**src/sv/rtyc_pkg.sv**
```systemverilog
// ---------------------------------------------------------------------------
// rtyc_pkg
// Shared types and constants of the RGB to YCbCr MCU converter.
// ---------------------------------------------------------------------------
package rtyc_pkg;

   // MCU geometry and fixed-point format
   localparam int MCU_SIDE      = 16;
   localparam int NUM_COEFS     = 8;
   localparam int COEF_W        = 16;
   localparam int Q_SHIFT       = 15;
   localparam int CHROMA_OFFSET = 128;
   localparam int SAMPLE_MAX    = 255;

   localparam int SAMPLE_W  = 8;
   localparam int POS_W     = 4;
   localparam int LIDX_W    = 8;
   localparam int CIDX_W    = 6;
   localparam int CSR_IDX_W = 8;
   localparam int COEF_IDX_W = $clog2(NUM_COEFS);

   // product of a zero-extended sample and a coefficient, and a three-term sum
   localparam int PROD_W = SAMPLE_W + 1 + COEF_W;
   localparam int SUM_W  = PROD_W + 2;

   // coefficient register indexes
   typedef enum logic [COEF_IDX_W-1:0] {
      REG_COEF_Y_R  = 3'd0,
      REG_COEF_Y_G  = 3'd1,
      REG_COEF_Y_B  = 3'd2,
      REG_COEF_CB_R = 3'd3,
      REG_COEF_HALF = 3'd4,
      REG_COEF_CR_B = 3'd5,
      REG_COEF_CB_G = 3'd6,
      REG_COEF_CR_G = 3'd7
   } coef_reg_type;

   typedef logic signed [COEF_W-1:0] coef_type;

   localparam coef_type COEF_RESET [NUM_COEFS] = '{
      16'sd9798, 16'sd19235, 16'sd3736, -16'sd5529,
      16'sd16384, -16'sd2664, -16'sd10855, -16'sd13720
   };

   // live coefficient set handed to the datapath
   typedef struct packed {
      coef_type y_r;
      coef_type y_g;
      coef_type y_b;
      coef_type cb_r;
      coef_type half;
      coef_type cr_b;
      coef_type cb_g;
      coef_type cr_g;
   } coef_set_type;

   // per-pixel side information that travels with the data
   typedef struct packed {
      logic              bank;
      logic [LIDX_W-1:0] luma_index;
      logic [CIDX_W-1:0] chroma_index;
      logic              chroma_valid;
   } pix_meta_type;

endpackage

```
**src/sv/rtyc_if.sv**
```systemverilog
// ---------------------------------------------------------------------------
// rtyc interfaces
// Valid/ready channels for pixel requests, results and coefficient writes.
// ---------------------------------------------------------------------------
interface rtyc_req_if;
   import rtyc_pkg::*;
   logic                valid;
   logic                ready;
   logic [SAMPLE_W-1:0] red;
   logic [SAMPLE_W-1:0] green;
   logic [SAMPLE_W-1:0] blue;
   logic [POS_W-1:0]    pix_row;
   logic [POS_W-1:0]    pix_col;
   logic                subsample_420;
   logic                mcu_end;

   modport source (output valid, red, green, blue, pix_row, pix_col,
                   subsample_420, mcu_end, input ready);
   modport sink   (input valid, red, green, blue, pix_row, pix_col,
                   subsample_420, mcu_end, output ready);
endinterface

interface rtyc_rsp_if;
   import rtyc_pkg::*;
   logic                valid;
   logic                ready;
   logic                bank;
   logic [SAMPLE_W-1:0] luma;
   logic [LIDX_W-1:0]   luma_index;
   logic [SAMPLE_W-1:0] chroma_blue;
   logic [SAMPLE_W-1:0] chroma_red;
   logic [CIDX_W-1:0]   chroma_index;
   logic                chroma_valid;

   modport source (output valid, bank, luma, luma_index, chroma_blue, chroma_red,
                   chroma_index, chroma_valid, input ready);
   modport sink   (input valid, bank, luma, luma_index, chroma_blue, chroma_red,
                   chroma_index, chroma_valid, output ready);
endinterface

interface rtyc_csr_if;
   import rtyc_pkg::*;
   logic                 valid;
   logic                 ready;
   logic [CSR_IDX_W-1:0] index;
   logic [COEF_W-1:0]    wdata;

   modport source (output valid, index, wdata, input ready);
   modport sink   (input valid, index, wdata, output ready);
endinterface

```
**src/sv/rtyc_coef_regs.sv**
```systemverilog
// ---------------------------------------------------------------------------
// rtyc_coef_regs
// Coefficient register file; writes beyond the last register are dropped.
// ---------------------------------------------------------------------------
module rtyc_coef_regs (
   input  logic                  clock,
   input  logic                  reset,
   rtyc_csr_if.sink              csr_if,
   output rtyc_pkg::coef_set_type coefs
);
   import rtyc_pkg::*;

   coef_type coef_ff [NUM_COEFS];
   logic     hit;

   assign csr_if.ready = 1'b1;
   assign hit = csr_if.valid && (csr_if.index < CSR_IDX_W'(NUM_COEFS));

   // register writes
   always_ff @(posedge clock) begin
      if (reset) begin
         for (int k = 0; k < NUM_COEFS; k++) coef_ff[k] <= COEF_RESET[k];
      end else if (hit) begin
         coef_ff[csr_if.index[COEF_IDX_W-1:0]] <= csr_if.wdata;
      end
   end

   // named view for the datapath
   assign coefs.y_r  = coef_ff[REG_COEF_Y_R];
   assign coefs.y_g  = coef_ff[REG_COEF_Y_G];
   assign coefs.y_b  = coef_ff[REG_COEF_Y_B];
   assign coefs.cb_r = coef_ff[REG_COEF_CB_R];
   assign coefs.half = coef_ff[REG_COEF_HALF];
   assign coefs.cr_b = coef_ff[REG_COEF_CR_B];
   assign coefs.cb_g = coef_ff[REG_COEF_CB_G];
   assign coefs.cr_g = coef_ff[REG_COEF_CR_G];

endmodule

```
**src/sv/rtyc_pipe.sv**
```systemverilog
// ---------------------------------------------------------------------------
// rtyc_pipe
// Three-stage color conversion: products, sums, scale and clamp.
// ---------------------------------------------------------------------------
module rtyc_pipe (
   input  logic                   clock,
   input  logic                   reset,
   input  rtyc_pkg::coef_set_type coefs,
   input  logic                   bank,
   rtyc_req_if.sink               req_if,
   rtyc_rsp_if.source             rsp_if
);
   import rtyc_pkg::*;

   typedef logic signed [PROD_W-1:0] prod_type;
   typedef logic signed [SUM_W-1:0]  sum_type;

   // floor by 2^15, optional offset, clamp to 0..255
   function automatic logic [SAMPLE_W-1:0] scale_clamp(input sum_type s,
                                                         input logic offset);
      logic signed [SUM_W-Q_SHIFT-1:0] q;
      logic signed [SUM_W-Q_SHIFT:0]   t;
      q = s[SUM_W-1:Q_SHIFT];
      t = (SUM_W-Q_SHIFT+1)'(q) + (offset ? (SUM_W-Q_SHIFT+1)'(CHROMA_OFFSET) : '0);
      if (t < 0)
         scale_clamp = '0;
      else if (t > (SUM_W-Q_SHIFT+1)'(SAMPLE_MAX))
         scale_clamp = SAMPLE_W'(SAMPLE_MAX);
      else
         scale_clamp = t[SAMPLE_W-1:0];
   endfunction

   // stage flow control
   logic s1_ready, s2_ready, s3_ready;
   logic v1_ff, v2_ff, v3_ff;

   assign s3_ready     = !v3_ff || rsp_if.ready;
   assign s2_ready     = !v2_ff || s3_ready;
   assign s1_ready     = !v1_ff || s2_ready;
   assign req_if.ready = s1_ready;

   always_ff @(posedge clock) begin
      if (reset) begin
         v1_ff <= 1'b0;
         v2_ff <= 1'b0;
         v3_ff <= 1'b0;
      end else begin
         if (s1_ready) v1_ff <= req_if.valid;
         if (s2_ready) v2_ff <= v1_ff;
         if (s3_ready) v3_ff <= v2_ff;
      end
   end

   // stage 1: nine products and buffer indexes
   logic signed [SAMPLE_W:0] r_s, g_s, b_s;
   pix_meta_type meta_in, meta1_ff, meta2_ff;
   prod_type yr_ff, yg_ff, yb_ff, cbr_ff, cbg_ff, cbb_ff, crr_ff, crg_ff, crb_ff;

   assign r_s = {1'b0, req_if.red};
   assign g_s = {1'b0, req_if.green};
   assign b_s = {1'b0, req_if.blue};

   always_comb begin
      meta_in.bank = bank;
      if (req_if.subsample_420) begin
         meta_in.luma_index   = LIDX_W'(int'(req_if.pix_row) * MCU_SIDE
                                        + int'(req_if.pix_col));
         meta_in.chroma_index = {req_if.pix_row[3:1], req_if.pix_col[3:1]};
         meta_in.chroma_valid = !req_if.pix_row[0] && !req_if.pix_col[0];
      end else begin
         meta_in.luma_index   = {2'b00, req_if.pix_row[2:0], req_if.pix_col[2:0]};
         meta_in.chroma_index = {req_if.pix_row[2:0], req_if.pix_col[2:0]};
         meta_in.chroma_valid = 1'b1;
      end
   end

   // operands widened to the full product width before the multiply
   always_ff @(posedge clock) begin
      if (s1_ready) begin
         meta1_ff <= meta_in;
         yr_ff    <= PROD_W'(r_s) * PROD_W'(coefs.y_r);
         yg_ff    <= PROD_W'(g_s) * PROD_W'(coefs.y_g);
         yb_ff    <= PROD_W'(b_s) * PROD_W'(coefs.y_b);
         cbr_ff   <= PROD_W'(r_s) * PROD_W'(coefs.cb_r);
         cbg_ff   <= PROD_W'(g_s) * PROD_W'(coefs.cb_g);
         cbb_ff   <= PROD_W'(b_s) * PROD_W'(coefs.half);
         crr_ff   <= PROD_W'(r_s) * PROD_W'(coefs.half);
         crg_ff   <= PROD_W'(g_s) * PROD_W'(coefs.cr_g);
         crb_ff   <= PROD_W'(b_s) * PROD_W'(coefs.cr_b);
      end
   end

   // stage 2: three-term sums
   sum_type y_sum_ff, cb_sum_ff, cr_sum_ff;

   always_ff @(posedge clock) begin
      if (s2_ready) begin
         meta2_ff  <= meta1_ff;
         y_sum_ff  <= SUM_W'(yr_ff) + SUM_W'(yg_ff) + SUM_W'(yb_ff);
         cb_sum_ff <= SUM_W'(cbr_ff) + SUM_W'(cbg_ff) + SUM_W'(cbb_ff);
         cr_sum_ff <= SUM_W'(crr_ff) + SUM_W'(crg_ff) + SUM_W'(crb_ff);
      end
   end

   // stage 3: scale, clamp and output register
   logic                bank_ff;
   logic [SAMPLE_W-1:0] luma_ff, cb_ff, cr_ff;
   logic [LIDX_W-1:0]   lidx_ff;
   logic [CIDX_W-1:0]   cidx_ff;
   logic                cvalid_ff;

   always_ff @(posedge clock) begin
      if (s3_ready) begin
         bank_ff   <= meta2_ff.bank;
         luma_ff   <= scale_clamp(y_sum_ff, 1'b0);
         lidx_ff   <= meta2_ff.luma_index;
         cvalid_ff <= meta2_ff.chroma_valid;
         if (meta2_ff.chroma_valid) begin
            cb_ff   <= scale_clamp(cb_sum_ff, 1'b1);
            cr_ff   <= scale_clamp(cr_sum_ff, 1'b1);
            cidx_ff <= meta2_ff.chroma_index;
         end else begin
            cb_ff   <= '0;
            cr_ff   <= '0;
            cidx_ff <= '0;
         end
      end
   end

   assign rsp_if.valid        = v3_ff;
   assign rsp_if.bank         = bank_ff;
   assign rsp_if.luma         = luma_ff;
   assign rsp_if.luma_index   = lidx_ff;
   assign rsp_if.chroma_blue  = cb_ff;
   assign rsp_if.chroma_red   = cr_ff;
   assign rsp_if.chroma_index = cidx_ff;
   assign rsp_if.chroma_valid = cvalid_ff;

endmodule

```
**src/sv/rgb_to_ycbcr_mcu_converter_unit.sv**
```systemverilog
// ---------------------------------------------------------------------------
// rgb_to_ycbcr_mcu_converter_unit
// RGB888 to YCbCr pixel converter for MCU buffers, with bank tracking.
// ---------------------------------------------------------------------------
//  channel   dir  payload                                          handshake
//  req_if    in   red, green, blue, pix_row, pix_col, mode, end    valid/ready
//  rsp_if    out  bank, luma, indexes, chroma_blue/red, c_valid    valid/ready
//  csr_if    in   index, wdata (Q15 coefficient)                   valid/ready
//
//  One pixel per cycle while the result side is ready; each pixel passes the
//  product, sum and clamp stages, the last being the output register.
//  Each stage advances when the one after it is empty or moving, so a
//  stalled result does not block pixels that fill the stages behind it.
//  Synchronous reset empties the pipe, restores the coefficients and sets
//  the bank to 0. csr_if is always ready.
// ---------------------------------------------------------------------------
module rgb_to_ycbcr_mcu_converter_unit (
   input logic        clock,
   input logic        reset,
   rtyc_req_if.sink   req_if,
   rtyc_rsp_if.source rsp_if,
   rtyc_csr_if.sink   csr_if
);
   import rtyc_pkg::*;

   coef_set_type coefs;
   logic         bank_ff, bank_in;

   // bank flips after the last pixel of an MCU is accepted
   assign bank_in = bank_ff ^ (req_if.valid && req_if.ready && req_if.mcu_end);

   always_ff @(posedge clock) begin
      if (reset) begin
         bank_ff <= 1'b0;
      end else begin
         bank_ff <= bank_in;
      end
   end

   rtyc_coef_regs u_coef_regs (
      .clock  (clock),
      .reset  (reset),
      .csr_if (csr_if),
      .coefs  (coefs)
   );

   rtyc_pipe u_pipe (
      .clock  (clock),
      .reset  (reset),
      .coefs  (coefs),
      .bank   (bank_ff),
      .req_if (req_if),
      .rsp_if (rsp_if)
   );

endmodule

```
**src/flat_wrapper.sv**
```systemverilog
// flat-port wrapper written by rule: the top's interface ports become plain ports
module rgb_to_ycbcr_mcu_converter_unit_flat import rtyc_pkg::*;
  (clock, reset, req_if_valid, req_if_red, req_if_green, req_if_blue, req_if_pix_row, req_if_pix_col, req_if_subsample_420, req_if_mcu_end, req_if_ready, rsp_if_valid, rsp_if_bank, rsp_if_luma, rsp_if_luma_index, rsp_if_chroma_blue, rsp_if_chroma_red, rsp_if_chroma_index, rsp_if_chroma_valid, rsp_if_ready, csr_if_valid, csr_if_index, csr_if_wdata, csr_if_ready);
  rtyc_req_if req_if_i ();
  rtyc_rsp_if rsp_if_i ();
  rtyc_csr_if csr_if_i ();
  input logic clock;
  input logic reset;
  input wire logic [$bits(req_if_i.valid)-1:0] req_if_valid;
  input wire logic [$bits(req_if_i.red)-1:0] req_if_red;
  input wire logic [$bits(req_if_i.green)-1:0] req_if_green;
  input wire logic [$bits(req_if_i.blue)-1:0] req_if_blue;
  input wire logic [$bits(req_if_i.pix_row)-1:0] req_if_pix_row;
  input wire logic [$bits(req_if_i.pix_col)-1:0] req_if_pix_col;
  input wire logic [$bits(req_if_i.subsample_420)-1:0] req_if_subsample_420;
  input wire logic [$bits(req_if_i.mcu_end)-1:0] req_if_mcu_end;
  output wire logic [$bits(req_if_i.ready)-1:0] req_if_ready;
  output wire logic [$bits(rsp_if_i.valid)-1:0] rsp_if_valid;
  output wire logic [$bits(rsp_if_i.bank)-1:0] rsp_if_bank;
  output wire logic [$bits(rsp_if_i.luma)-1:0] rsp_if_luma;
  output wire logic [$bits(rsp_if_i.luma_index)-1:0] rsp_if_luma_index;
  output wire logic [$bits(rsp_if_i.chroma_blue)-1:0] rsp_if_chroma_blue;
  output wire logic [$bits(rsp_if_i.chroma_red)-1:0] rsp_if_chroma_red;
  output wire logic [$bits(rsp_if_i.chroma_index)-1:0] rsp_if_chroma_index;
  output wire logic [$bits(rsp_if_i.chroma_valid)-1:0] rsp_if_chroma_valid;
  input wire logic [$bits(rsp_if_i.ready)-1:0] rsp_if_ready;
  input wire logic [$bits(csr_if_i.valid)-1:0] csr_if_valid;
  input wire logic [$bits(csr_if_i.index)-1:0] csr_if_index;
  input wire logic [$bits(csr_if_i.wdata)-1:0] csr_if_wdata;
  output wire logic [$bits(csr_if_i.ready)-1:0] csr_if_ready;
  assign req_if_i.valid = req_if_valid;
  assign req_if_i.red = req_if_red;
  assign req_if_i.green = req_if_green;
  assign req_if_i.blue = req_if_blue;
  assign req_if_i.pix_row = req_if_pix_row;
  assign req_if_i.pix_col = req_if_pix_col;
  assign req_if_i.subsample_420 = req_if_subsample_420;
  assign req_if_i.mcu_end = req_if_mcu_end;
  assign req_if_ready = req_if_i.ready;
  assign rsp_if_valid = rsp_if_i.valid;
  assign rsp_if_bank = rsp_if_i.bank;
  assign rsp_if_luma = rsp_if_i.luma;
  assign rsp_if_luma_index = rsp_if_i.luma_index;
  assign rsp_if_chroma_blue = rsp_if_i.chroma_blue;
  assign rsp_if_chroma_red = rsp_if_i.chroma_red;
  assign rsp_if_chroma_index = rsp_if_i.chroma_index;
  assign rsp_if_chroma_valid = rsp_if_i.chroma_valid;
  assign rsp_if_i.ready = rsp_if_ready;
  assign csr_if_i.valid = csr_if_valid;
  assign csr_if_i.index = csr_if_index;
  assign csr_if_i.wdata = csr_if_wdata;
  assign csr_if_ready = csr_if_i.ready;
  rgb_to_ycbcr_mcu_converter_unit u_core (.clock(clock), .reset(reset), .req_if(req_if_i), .rsp_if(rsp_if_i), .csr_if(csr_if_i));
endmodule
```
**config.mk**
```make
export PLATFORM = sky130hd
export DESIGN_NAME = rgb_to_ycbcr_mcu_converter_unit_flat
export DESIGN_NICKNAME = d
export VERILOG_FILES = /design/src/sv/rtyc_pkg.sv /design/src/sv/rtyc_if.sv /design/src/sv/rtyc_coef_regs.sv /design/src/sv/rtyc_pipe.sv /design/src/sv/rgb_to_ycbcr_mcu_converter_unit.sv /design/src/flat_wrapper.sv
export SDC_FILE = /design/constraint.sdc
export NUM_CORES = 2
export LEC_CHECK = 0
export ABC_AREA = 1
export BUFFER_PORTS_ARGS = -buffer_cell sky130_fd_sc_hd__clkbuf_2
export CORE_AREA = 2 2 474 288
export CTS_CLUSTER_SIZE = 10
export DETAILED_ROUTE_END_ITERATION = 8
export DIE_AREA = 0 0 476 290
export GPL_ROUTABILITY_DRIVEN = 0
export PLACE_DENSITY = 0.64
export REMOVE_ABC_BUFFERS = 1
export SETUP_SLACK_MARGIN = 0.05
export SYNTH_ARGS = -nofsm -noshare
export SYNTH_HDL_FRONTEND = slang
export SYNTH_SLANG_ARGS = --single-unit
```
**constraint.sdc**
```tcl
create_clock -name clock -period 12 [get_ports clock]
set_input_delay 1.8 -clock clock [delete_from_list [all_inputs] [get_ports clock]]
set_output_delay 1.8 -clock clock [all_outputs]
set_load 0.05 [all_outputs]
```
==> impl_metrics.tcl <==
set metrics [dict create \
    io_buffers 104 \
    holdBufCountCts 0 \
    finalCritPeriodShare_pct 52.0 \
    cts_resized 0 \
    yosys.area_share.xor_xnor_pct 2.10 \
    p_leak_uw 0.0407 \
    drv_slew 0 \
    layout.nets 9723 \
    grt_pass1_vias 49672 \
    vias_per_cell 5.13 \
    crit_path_top_delay_cell "fa_1" \
    rsz0062_at_grt "no" \
    crit_family "adder cells" \
    max_stage_delay_ps 780 \
    synthMuxAreaShare_pct 0 \
    path_cells "clkbuf_2 > buf_4 > nand2_1 > fa_1 > inv_1 > fa_1 > fa_1 > inv_1 > fa_1 > inv_1 > ha_1 > nand2_1 > nor4_1 > nand3_1 > nand4_1 > nand2_1" \
    dpl_worst_slack_ps 5240 \
    die-area_mm2 0.138 \
    drive_gt1_share_pct 2.82 \
    grt_pass1_wl_um 283000 \
    vias 51165 \
    final_common_cell "inv_1" \
    finalWorstSetupSlack_ps 5770 \
    routedWlPerCell_um 17.7 \
    numCtsBuffers 57 \
    netlist-cell-type-count 36 \
    drt_wl_total_um 177000 \
    cts_root_buffer "clkbuf_16" \
    hold_viol_final 0 \
    skew_ps 27.7 \
    drtIter0Drc 5308 \
    peakVddDrop_mv 0.196 \
    die_h_um 290 \
    start_util_pct 49.7 \
    critical_path_class "in -> reg" \
    layout.filler_cells 12623 \
    cp.required_ps 12390 \
    tns_ps 0 \
    yosys.area_share.simple_pct 16.9 \
    post_cts_buffers 0 \
    drcViolationCount 0 \
    syn-cell-area_mm2 0.0663 \
    num_rows 104 \
    synth-seq-area-share_pct 21.0 \
    cts_tree "yes" \
    syn_inst 8212 \
    cap_viol_max_count 0 \
    core-area_mm2 0.133 \
    cp_max_fo 48 \
    io_pins 106 \
    crit_buf_inv 5 \
    arrival_ps 6630 \
    worst_path_most_repeated_cell "fa_1" \
    hold_path_class "reg -> reg" \
    worstSetupStartpointType "input port" \
    synth_adder_area_share_pct 39.9 \
    drtPass1Iterations 9 \
    area_growth_pct 5.27 \
    grt_overflow_total 0 \
    synth-warning-count 0 \
    htree_levels 2 \
    grt_max_degree 77 \
    layout_common_cells "inv_1 (2380), nand2_1 (2083), fa_1 (990), ha_1 (529), edfxtp_1 (461)" \
    synth_top_family_by_area "adder cells" \
    clockBufferDepth 3 \
    max_freq_mhz 160 \
    ys_seq_elements 465 \
    antenna_found_initial 4 \
    status "finished clean" \
    worst_pin_slew_ps 1240 \
    relSlewSlack_pct 17.0 \
    powerDensity_mw_per_mm2 293 \
    post-dp-hpwl_um 140000 \
    clock_sinks 465 \
    detail-route-antenna-nets 0 \
    end_kind "flip-flop" \
    insertion_delay_ps 660 \
    clk_pin_slew_ps 60 \
    avgSynthCellArea_um2 8.07 \
    fp.dieW_um 476 \
    synth_compound_area_share_pct 4.78 \
    min_period_ps 6230 \
    setup_viol 0 \
    track_usage_pct 26.3 \
]
==> synthesized netlist by cell type, drive strengths merged <==
cell / n / share of area, %
o21ai: 189 / 1.4
conb: 1 / 0.0057
inv: 2389 / 14
clkbuf: 237 / 1.5
dfxtp: 4 / 0.12
a31oi: 3 / 0.028
fa: 990 / 30
a21o: 40 / 0.45
nand3b: 8 / 0.091
clkinv: 1 / 0.0057
and2: 3 / 0.028
a21oi: 304 / 2.3
edfxtp: 461 / 21
xor2: 103 / 1.4
buf: 34 / 0.23
nand3: 206 / 1.6
nor4: 6 / 0.079
nand2: 2087 / 12
o21bai: 14 / 0.16
o21a: 18 / 0.20
ha: 529 / 10
o211ai: 7 / 0.079
or3: 1 / 0.0094
nor3: 29 / 0.22
xnor2: 56 / 0.74
nor2: 395 / 2.3
nand4: 85 / 0.80
a21boi: 12 / 0.14
==> worst register-to-register path, cell delays in order (launching register included) <==
cell	delay (ps)
edfxtp_1	770
nand2_1	170
fa_1	560
inv_1	50
fa_1	500
inv_1	60
fa_1	480
fa_1	490
inv_1	40
ha_1	330
a21oi_1	270
nand2_1	280
nand2_1	130
nand2_1	190
nand3_1	130
nand2_1	70
xor2_1	170
==> final timing paths <==
check	start	to	slack [ps]	depth (start not counted)
worst max-delay path	req_if_blue[0]	u_core.u_pipe.crb_ff[21]	5770	16
worst min-delay path	u_core.u_pipe.meta1_ff[14]	u_core.u_pipe.meta2_ff[14]	420	0
worst max register to register	u_core.u_coef_regs.coef_ff[4][7]	u_core.u_pipe.crr_ff[18]	7010	16
worst min register to register	u_core.u_pipe.meta1_ff[14]	u_core.u_pipe.meta2_ff[14]	420	0
==> through the flow <==
step,util [%],hold WS [ps],total power (uW),area (um2),instances
after floorplan,-,400,14100,65100,7941
after global placement,51.1,401,18200,68200,9884
after detailed placement,51.1,406,18400,68200,9884
after CTS,52.3,420,20100,69800,9966
after global routing,52.3,430,22600,69800,9967
final,52.3,419,20500,69800,9967
==> layout make-up <==
type / count / area, um2 / area share [%]
repair buffers: 141 / 798 / 1.14
flip-flops and latches: 465 / 13900 / 20.0
inverters: 2390 / 8970 / 12.9
clock buffers: 64 / 1450 / 2.08
clock inverters: 18 / 149 / 0.213
well taps: 1802 / 2250 / 3.23
multi-input cells: 5086 / 42200 / 60.5
diodes: 1 / 2.50 / 0.00359
==> power breakdown <==
| group | leakage, uW | internal, uW | switching, uW |
|---|---|---|---|
| combinational | 0.0350 | 5260 | 10100 |
| clock | 0.000787 | 891 | 704 |
| sequential | 0.00486 | 2950 | 540 |
| total | 0.0407 | 9100 | 11400 |
==> flip-flops by register name, indices dropped and copies added (netlist names), 6 cells and up <==
name	flops
u_core.u_coef_regs.coef_ff	128
u_core.u_pipe.cb_sum_ff	12
u_core.u_pipe.cbb_ff	25
u_core.u_pipe.cbg_ff	25
u_core.u_pipe.cbr_ff	25
u_core.u_pipe.cr_sum_ff	12
u_core.u_pipe.crb_ff	25
u_core.u_pipe.crg_ff	25
u_core.u_pipe.crr_ff	25
u_core.u_pipe.meta1_ff	16
u_core.u_pipe.meta2_ff	16
u_core.u_pipe.rsp_if.chroma_blue	8
u_core.u_pipe.rsp_if.chroma_index	6
u_core.u_pipe.rsp_if.chroma_red	8
u_core.u_pipe.rsp_if.luma	8
u_core.u_pipe.rsp_if.luma_index	8
u_core.u_pipe.y_sum_ff	12
u_core.u_pipe.yb_ff	25
u_core.u_pipe.yg_ff	25
u_core.u_pipe.yr_ff	25
==> logic make-up (layout without fill, tap and decap cells) <==
logic type	after synthesis	count (layout)
buffers and inverters	2661	2613
adders and majority gates	1519	1519
xor gates and xnor gates	159	159
and+or+nand+nor	2820	2820
DFF	465	465
AOI/OAI and AO/OA	587	587
other	1	2
==> layer usage <==
metal,vias to the layer above,routed length [um],global-route usage [%]
met5,-,0,0
met4,0,4110,5.48
met3,191,22700,7.85
met2,2364,64800,33.3
met1,24629,84900,42.9
li1,23981,-,-
Note: power is estimated with default switching activity, not from simulation.
